[src/hw/rtl/signed_varint_codec_assert.svh]
// Assertion macros shared by the signed varint codec RTL.
// Expects clk and rst_n in the scope of every use.
`ifndef SIGNED_VARINT_CODEC_ASSERT_SVH
`define SIGNED_VARINT_CODEC_ASSERT_SVH

// Same-cycle implication, checked outside reset.
`define SVC_ASSERT_IMP(label, ante, cons, msg) \
    label: assert property (@(posedge clk) disable iff (!rst_n) (ante) |-> (cons)) \
        else $error(msg);

// Next-cycle implication, checked outside reset.
`define SVC_ASSERT_NXT(label, ante, cons, msg) \
    label: assert property (@(posedge clk) disable iff (!rst_n) (ante) |=> (cons)) \
        else $error(msg);

`endif

[src/hw/rtl/svc_pkg.sv]
// Shared types and constants for the signed varint codec.
// No dependencies.
`timescale 1ns / 1ps

package svc_pkg;

    localparam logic MODE_ENCODE = 1'b0;
    localparam logic MODE_DECODE = 1'b1;

    localparam int VAL_W   = 32;
    localparam int BYTE_W  = 8;
    localparam int CNT_W   = 3;
    localparam int TAIL_W  = 25;   // folded value bits above the first six

    localparam logic [CNT_W-1:0] MAX_DEC_CNT = 3'd4;

    // One request classified by the front end.
    typedef struct packed {
        logic              dec;     // decode request
        logic              sign;    // encode: original sign
        logic [CNT_W-1:0]  nbytes;  // encode: bytes to emit, 1..5
        logic [VAL_W-1:0]  data;    // encode: folded value; decode: byte in [7:0]
    } cmd_t;

    // One result item.
    typedef struct packed {
        logic [BYTE_W-1:0] byte_out;
        logic [VAL_W-1:0]  value_out;
        logic              value_valid;
        logic              last;
    } res_t;

endpackage

[src/hw/rtl/svc_front.sv]
// Front end: holds the mode register, accepts requests and classifies them.
// Depends on svc_pkg.
`timescale 1ns / 1ps

module svc_front (
    input  logic                clk,
    input  logic                rst_n,
    input  logic                push,
    input  logic signed [31:0]  value,
    input  logic [7:0]          byte_in,
    input  logic                cfg_valid,
    input  logic                cfg_data,
    input  logic                q_full,
    output logic                cmd_push,
    output svc_pkg::cmd_t       cmd
);

    logic        mode_reg;
    logic [31:0] folded;

    always_ff @(posedge clk or negedge rst_n)
    begin
        if (!rst_n)
        begin
            mode_reg <= svc_pkg::MODE_ENCODE;
        end
        else if (cfg_valid)
        begin
            mode_reg <= cfg_data;
        end
    end

    assign folded   = value[31] ? ~value : value;
    assign cmd_push = push && !q_full;

    always_comb
    begin
        cmd      = '0;
        cmd.dec  = (mode_reg == svc_pkg::MODE_DECODE);
        cmd.sign = value[31];
        if (cmd.dec)
        begin
            cmd.data = {24'd0, byte_in};
        end
        else
        begin
            cmd.data = folded;
        end
        if (folded[30:6] == '0)
        begin
            cmd.nbytes = 3'd1;
        end
        else if (folded[30:13] == '0)
        begin
            cmd.nbytes = 3'd2;
        end
        else if (folded[30:20] == '0)
        begin
            cmd.nbytes = 3'd3;
        end
        else if (folded[30:27] == '0)
        begin
            cmd.nbytes = 3'd4;
        end
        else
        begin
            cmd.nbytes = 3'd5;
        end
    end

endmodule

[src/hw/rtl/svc_cmd_q.sv]
// Two-entry request queue between front end and back end.
// Depends on svc_pkg.
`timescale 1ns / 1ps

module svc_cmd_q (
    input  logic           clk,
    input  logic           rst_n,
    input  logic           wr_en,
    input  svc_pkg::cmd_t  wr_data,
    input  logic           rd_en,
    output svc_pkg::cmd_t  head,
    output logic           head_valid,
    output logic           full
);

    svc_pkg::cmd_t mem_reg [2];
    logic          wr_ptr_reg;
    logic          wr_ptr_next;
    logic          rd_ptr_reg;
    logic          rd_ptr_next;
    logic [1:0]    cnt_reg;
    logic [1:0]    cnt_next;

    assign head       = mem_reg[rd_ptr_reg];
    assign head_valid = (cnt_reg != 2'd0);
    assign full       = (cnt_reg == 2'd2);

    always_comb
    begin
        wr_ptr_next = wr_ptr_reg ^ wr_en;
        rd_ptr_next = rd_ptr_reg ^ rd_en;
        cnt_next    = cnt_reg + {1'b0, wr_en} - {1'b0, rd_en};
    end

    always_ff @(posedge clk or negedge rst_n)
    begin
        if (!rst_n)
        begin
            wr_ptr_reg <= 1'b0;
            rd_ptr_reg <= 1'b0;
            cnt_reg    <= 2'd0;
        end
        else
        begin
            wr_ptr_reg <= wr_ptr_next;
            rd_ptr_reg <= rd_ptr_next;
            cnt_reg    <= cnt_next;
        end
    end

    always_ff @(posedge clk)
    begin
        if (wr_en)
        begin
            mem_reg[wr_ptr_reg] <= wr_data;
        end
    end

endmodule

[src/hw/rtl/svc_back.sv]
// Back end: byte sequencer for encode, accumulator for decode, output buffer.
// Depends on svc_pkg and signed_varint_codec_assert.svh.
`timescale 1ns / 1ps
`include "signed_varint_codec_assert.svh"

module svc_back (
    input  logic           clk,
    input  logic           rst_n,
    input  svc_pkg::cmd_t  head,
    input  logic           head_valid,
    output logic           cmd_pop,
    input  logic           pop,
    output logic           empty,
    output svc_pkg::res_t  res_head
);

    logic [svc_pkg::CNT_W-1:0]  rem_reg;
    logic [svc_pkg::CNT_W-1:0]  rem_next;
    logic [svc_pkg::TAIL_W-1:0] cur_reg;
    logic [svc_pkg::TAIL_W-1:0] cur_next;
    logic [31:0]                acc_reg;
    logic [31:0]                acc_next;
    logic [svc_pkg::CNT_W-1:0]  dcnt_reg;
    logic [svc_pkg::CNT_W-1:0]  dcnt_next;
    logic                       sign_reg;
    logic                       sign_next;

    svc_pkg::res_t              ob_mem_reg [2];
    logic                       ob_wr_reg;
    logic                       ob_rd_reg;
    logic [1:0]                 ob_cnt_reg;

    svc_pkg::res_t              res;
    logic                       emit;
    logic                       ob_pop;
    logic                       ob_space;
    logic                       busy;
    logic [7:0]                 b;
    logic [31:0]                shifted;
    logic [31:0]                acc_new;
    logic                       sign_new;

    assign busy     = (rem_reg != '0);
    assign ob_pop   = pop && (ob_cnt_reg != 2'd0);
    assign ob_space = (ob_cnt_reg != 2'd2) || ob_pop;
    assign empty    = (ob_cnt_reg == 2'd0);
    assign res_head = ob_mem_reg[ob_rd_reg];
    assign b        = head.data[7:0];

    always_comb
    begin
        case (dcnt_reg)
            3'd1:    shifted = {19'd0, b[6:0], 6'd0};
            3'd2:    shifted = {12'd0, b[6:0], 13'd0};
            3'd3:    shifted = {5'd0, b[6:0], 20'd0};
            default: shifted = {b[4:0], 27'd0};
        endcase
        if (dcnt_reg == '0)
        begin
            acc_new  = {26'd0, b[5:0]};
            sign_new = b[6];
        end
        else
        begin
            acc_new  = acc_reg | shifted;
            sign_new = sign_reg;
        end
    end

    always_comb
    begin
        emit      = 1'b0;
        cmd_pop   = 1'b0;
        res       = '0;
        rem_next  = rem_reg;
        cur_next  = cur_reg;
        acc_next  = acc_reg;
        dcnt_next = dcnt_reg;
        sign_next = sign_reg;
        if (busy)
        begin
            if (ob_space)
            begin
                emit         = 1'b1;
                res.byte_out = {rem_reg > 3'd1, cur_reg[6:0]};
                res.last     = (rem_reg == 3'd1);
                cur_next     = cur_reg >> 7;
                rem_next     = rem_reg - 3'd1;
            end
        end
        else if (head_valid && ob_space)
        begin
            emit    = 1'b1;
            cmd_pop = 1'b1;
            if (head.dec)
            begin
                res.last = 1'b1;
                if (!b[7] || dcnt_reg == svc_pkg::MAX_DEC_CNT)
                begin
                    res.value_valid = 1'b1;
                    res.value_out   = sign_new ? ~acc_new : acc_new;
                    acc_next        = '0;
                    dcnt_next       = '0;
                    sign_next       = 1'b0;
                end
                else
                begin
                    acc_next  = acc_new;
                    dcnt_next = dcnt_reg + 3'd1;
                    sign_next = sign_new;
                end
            end
            else
            begin
                res.byte_out = {head.nbytes > 3'd1, head.sign, head.data[5:0]};
                res.last     = (head.nbytes == 3'd1);
                cur_next     = head.data[30:6];
                rem_next     = head.nbytes - 3'd1;
            end
        end
    end

    always_ff @(posedge clk or negedge rst_n)
    begin
        if (!rst_n)
        begin
            rem_reg    <= '0;
            acc_reg    <= '0;
            dcnt_reg   <= '0;
            sign_reg   <= 1'b0;
            ob_wr_reg  <= 1'b0;
            ob_rd_reg  <= 1'b0;
            ob_cnt_reg <= 2'd0;
        end
        else
        begin
            rem_reg    <= rem_next;
            acc_reg    <= acc_next;
            dcnt_reg   <= dcnt_next;
            sign_reg   <= sign_next;
            ob_wr_reg  <= ob_wr_reg ^ emit;
            ob_rd_reg  <= ob_rd_reg ^ ob_pop;
            ob_cnt_reg <= ob_cnt_reg + {1'b0, emit} - {1'b0, ob_pop};
        end
    end

    always_ff @(posedge clk)
    begin
        cur_reg <= cur_next;
        if (emit)
        begin
            ob_mem_reg[ob_wr_reg] <= res;
        end
    end

    `SVC_ASSERT_IMP(a_ob_bound, 1'b1, ob_cnt_reg != 2'd3, "output buffer overflow")
    `SVC_ASSERT_IMP(a_dcnt_bound, 1'b1, dcnt_reg <= svc_pkg::MAX_DEC_CNT, "decode count runaway")
    `SVC_ASSERT_IMP(a_no_pop_busy, busy, !cmd_pop, "request taken during encode burst")
    `SVC_ASSERT_NXT(a_last_idle, emit && res.last, rem_reg == '0, "encode burst not closed")

endmodule

[src/hw/rtl/signed_varint_codec.sv]
// Top level of the signed varint codec: front end, request queue, back end.
// Depends on svc_pkg, svc_front, svc_cmd_q and svc_back.
`timescale 1ns / 1ps

// Usage
//   Input queue: drive value (encode) or byte_in (decode) and raise push;
//   the request is taken on a clock edge with push high and full low.
//   Result queue: while empty is low the oldest result sits on byte_out,
//   value_out, value_valid and last; pop high takes it.
//   cfg_data sets mode (0 encode, 1 decode); write only while idle.
//   cfg_ready is always high.
// Timing
//   First result of a request is visible once it has passed the request
//   queue and been written into the registered result buffer. Decode: one
//   byte per cycle sustained while results are popped, one result per byte.
//   Encode: 1 to 5 output bytes per integer from the back-end byte sequencer;
//   the two-entry request queue keeps input flowing while a burst is emitted.
// Reset
//   rst_n low clears mode to encode, empties both queues and clears the
//   decode accumulator, byte count and sign.
// Stalls
//   With pop low the two-entry result buffer fills, the back end halts,
//   then the request queue fills and full rises. Nothing is dropped.

module signed_varint_codec (
    input  logic                clk,
    input  logic                rst_n,
    input  logic                push,
    output logic                full,
    input  logic signed [31:0]  value,
    input  logic [7:0]          byte_in,
    output logic                empty,
    input  logic                pop,
    output logic [7:0]          byte_out,
    output logic signed [31:0]  value_out,
    output logic                value_valid,
    output logic                last,
    input  logic                cfg_valid,
    output logic                cfg_ready,
    input  logic                cfg_data
);

    svc_pkg::cmd_t cmd;
    svc_pkg::cmd_t head;
    svc_pkg::res_t res_head;
    logic          cmd_push;
    logic          cmd_pop;
    logic          head_valid;

    assign cfg_ready = 1'b1;

    svc_front u_front (
        .clk       (clk),
        .rst_n     (rst_n),
        .push      (push),
        .value     (value),
        .byte_in   (byte_in),
        .cfg_valid (cfg_valid),
        .cfg_data  (cfg_data),
        .q_full    (full),
        .cmd_push  (cmd_push),
        .cmd       (cmd)
    );

    svc_cmd_q u_cmd_q (
        .clk        (clk),
        .rst_n      (rst_n),
        .wr_en      (cmd_push),
        .wr_data    (cmd),
        .rd_en      (cmd_pop),
        .head       (head),
        .head_valid (head_valid),
        .full       (full)
    );

    svc_back u_back (
        .clk        (clk),
        .rst_n      (rst_n),
        .head       (head),
        .head_valid (head_valid),
        .cmd_pop    (cmd_pop),
        .pop        (pop),
        .empty      (empty),
        .res_head   (res_head)
    );

    assign byte_out    = res_head.byte_out;
    assign value_out   = res_head.value_out;
    assign value_valid = res_head.value_valid;
    assign last        = res_head.last;

endmodule

[config.mk]
export PLATFORM = sky130hd
export DESIGN_NAME = signed_varint_codec
export DESIGN_NICKNAME = d
export VERILOG_FILES = /design/src/hw/rtl/svc_pkg.sv /design/src/hw/rtl/svc_front.sv /design/src/hw/rtl/svc_cmd_q.sv /design/src/hw/rtl/svc_back.sv /design/src/hw/rtl/signed_varint_codec.sv
export VERILOG_INCLUDE_DIRS = /design/src /design/src/hw/rtl
export SDC_FILE = /design/constraint.sdc
export NUM_CORES = 1
export LEC_CHECK = 0
export BUFFER_PORTS_ARGS = -buffer_cell sky130_fd_sc_hd__clkbuf_2
export CORE_ASPECT_RATIO = 0.5
export CORE_UTILIZATION = 25
export CTS_CLUSTER_DIAMETER = 200
export CTS_CLUSTER_SIZE = 14
export DETAILED_ROUTE_END_ITERATION = 6
export PLACE_DENSITY = 0.38
export SKIP_CTS_REPAIR_TIMING = 1
export SLEW_MARGIN = 30
export SYNTH_ARGS = -nofsm -noshare
export SYNTH_HDL_FRONTEND = slang
export SYNTH_SLANG_ARGS = --single-unit
[constraint.sdc]
create_clock -name clk -period 3 [get_ports clk]
set_input_delay 0.15 -clock clk [delete_from_list [all_inputs] [get_ports clk]]
set_output_delay 0.15 -clock clk [all_outputs]
set_load 0.03 [all_outputs]
==> metrics <==
clk root buf clkbuf_16; Primary FF master, synth edfxtp_1; GP Congestion 0.773; max-slew violation count 0; CP Class flip-flop to flip-flop; Clock transition at path regs 0.07 ns; drt wl/cell 17.7 um; Yosys cell types 56; Worst Max-Slew Pin Slew 0.833 ns; Yosys reg bits 229; Crit Path Max Fanout 27; Combinational Power Share 0.416; drt total wl 25,000 um; Total Die Area 42,800 um2; Startpoint Class flip-flop; Seq/Total Area, Yosys 0.633; Clk pwr share 0.183; Starting Density 0.256; crit share post-route 0.851; syn_nets 836; P_leak 4.56 nW; diodes inserted 0; IO Count 91; Die X 292 um; worst IR drop on VDD 0.303 mV; Max Fclk 0.392 GHz; core footprint 40,900 um2; initial antenna violation count 0; Post-layout nets 922; Post-synth EDFFs 181; net switching fraction of the power 0.392; Final Util 0.298; unrepaired setup endpoints after global routing no; Placement Rows 52; DRT antenna net count 0; Layout area overhead 16.1%; worst skew pair latency 0.51 ns; Req. time, crit path 3.30 ns; share of cells above drive strength 1 0.227; initial drt markers 248; max FFs per register 84; Worst Hold Slack 0.00382 ns; DR vias 6,313; Async SR Flop Fraction 0.210; P_int 8.17 mW; max cap viols 0; Syn Inst Count 772; total gr overflow 0; syn_area_per_cell 13.6 um2; post-route minimum period 2.55 ns; outcome finished clean; worst min path class input pin to flip-flop; DRC viols 0; Worst EP arrival 2.85 ns; Fin Setup TNS 0 ns; Yosys warning count 0; I/O Buffers 89; Clock Sink Count 229; Sw Pwr 5.26 mW; TritonCTS Buffers 20; first-pass GRT wire length 38,700 um; hpwl dp 16,800 um; Max Root-Sink Buffers 3; Hold Vio Cnt, Final 0; Crit. End Element flip-flop; largest net degree at the start of global routing 47; Die Y 147 um; final total power 13.4 mW; # H-tree levels 1; Max-slew headroom 0.428; Post-Syn Area 10,500 um2; Finish-stage setup viols 0; Total GRT Usage 0.118; Fin Clk Skew 0.0233 ns; Flop pwr share 0.401; drt pass-1 iters 5; Vias/cell 4.47; # fillers 4,140; Pwr Density 1100 nW/um2; vias in the first global route 6,320; CTS tree yes
-- cells in the mapped netlist, types with 3 or more instances --
library cell	n	area, um2
edfxtp_1	181	5440
nor2_1	55	206
o21ai_0	55	275
mux2_2	51	574
mux2i_1	51	510
dfrtp_1	48	1200
xnor2_1	42	368
a21oi_1	41	205
nand2_1	31	116
clkbuf_1	26	97.6
o2bb2ai_1	20	175
or3_1	20	125
ha_1	18	225
inv_1	17	63.8
buf_2	14	70.1
a22o_1	13	114
a31oi_1	10	62.6
nand3_1	7	35.0
nand4_1	7	43.8
a41oi_1	6	52.6
buf_6	5	56.3
or4_1	5	37.5
nor2b_1	4	25.0
buf_4	3	22.5
nand2b_1	3	18.8
-- final cells by class --
type                    instances  area [um2]  share of cell area
clock buffers                  35         578              0.0475
clock inverters                 1        11.3            0.000926
inverters                      17        63.8             0.00525
multi-input cells             478        3550               0.292
flip-flops and latches        229        6640               0.546
well taps                     540         676              0.0556
repair buffers                112         641              0.0527
-- cell usage in the layout (no fill, tap or decap), types with 31 or more instances in the layout --
cell type,netlist,final
o21ai_0,55,55
mux2i_1,51,51
xnor2_1,42,42
nor2_1,55,55
a21oi_1,41,41
dfrtp_1,48,46
nand2_1,31,31
mux2_2,51,51
edfxtp_1,181,181
clkbuf_2,0,89
-- per-stage QoR --
| step | cells | instance area, um2 | worst slack, ns |
|---|---|---|---|
| after global placement | 1372 | 11500 | 0.521 |
| after global routing | 1412 | 12200 | 0.251 |
| after detailed placement | 1372 | 11500 | 0.427 |
| after floorplan | 772 | 10500 | 0.432 |
| final | 1412 | 12200 | 0.448 |
| after CTS | 1408 | 12100 | 0.415 |
-- metal layers --
layer | GRT usage | vias up | wire (um)
met5 | 0 | - | 0
li1 | - | 3055 | -
met4 | 0.0224 | 0 | 398
met1 | 0.160 | 3115 | 11800
met2 | 0.195 | 114 | 11800
met3 | 0.0245 | 29 | 1020
-- worst paths after layout --
check | from | end | slack (ns) | cells after the start
max | u_back.rem_reg[0] | u_back.ob_mem_reg[1][28] | 0.45 | 6
min | byte_in[3] | u_cmd_q.mem_reg[0][3] | 0.004 | 3
max reg2reg | u_back.rem_reg[0] | u_back.ob_mem_reg[1][28] | 0.45 | 6
min reg2reg | u_back.acc_reg[8] | u_back.acc_reg[8] | 0.49 | 1
max in group asynchronous | rst_n | u_cmd_q.rd_ptr_reg | 1.87 | 3
min in group asynchronous | rst_n | u_back.acc_reg[25] | 0.26 | 2
-- critical path, stage by stage, from the launching register on --
cell	delay [ns]
dfrtp_1	0.41
inv_1	0.11
ha_1	0.23
nor2b_1	0.35
and4_4	0.45
nand2_2	0.40
a2111oi_2	0.40
-- cell families after synthesis --
kind of cell               count (synthesis)  synth area share
adders and majority gates                 18            0.0215
other                                      1          0.000358
and+or+nand+nor                          150            0.0725
muxes                                    106             0.110
xor gates and xnor gates                  44            0.0368
buffers and inverters                     65            0.0296
AOI/OAI and AO/OA                        159            0.0959
DFF                                      229             0.633
-- power by group through the flow --
stage                     Combinational [mW]  Sequential (mW)  Clock [mW]
after floorplan                         4.10             5.29           0
after global placement                  5.73             5.45           0
after detailed placement                5.72             5.47           0
after CTS                               5.74             5.41        2.57
after global routing                    6.13             5.52        2.67
final                                   5.59             5.39        2.45
Note: power is estimated with default switching activity, not from simulation.
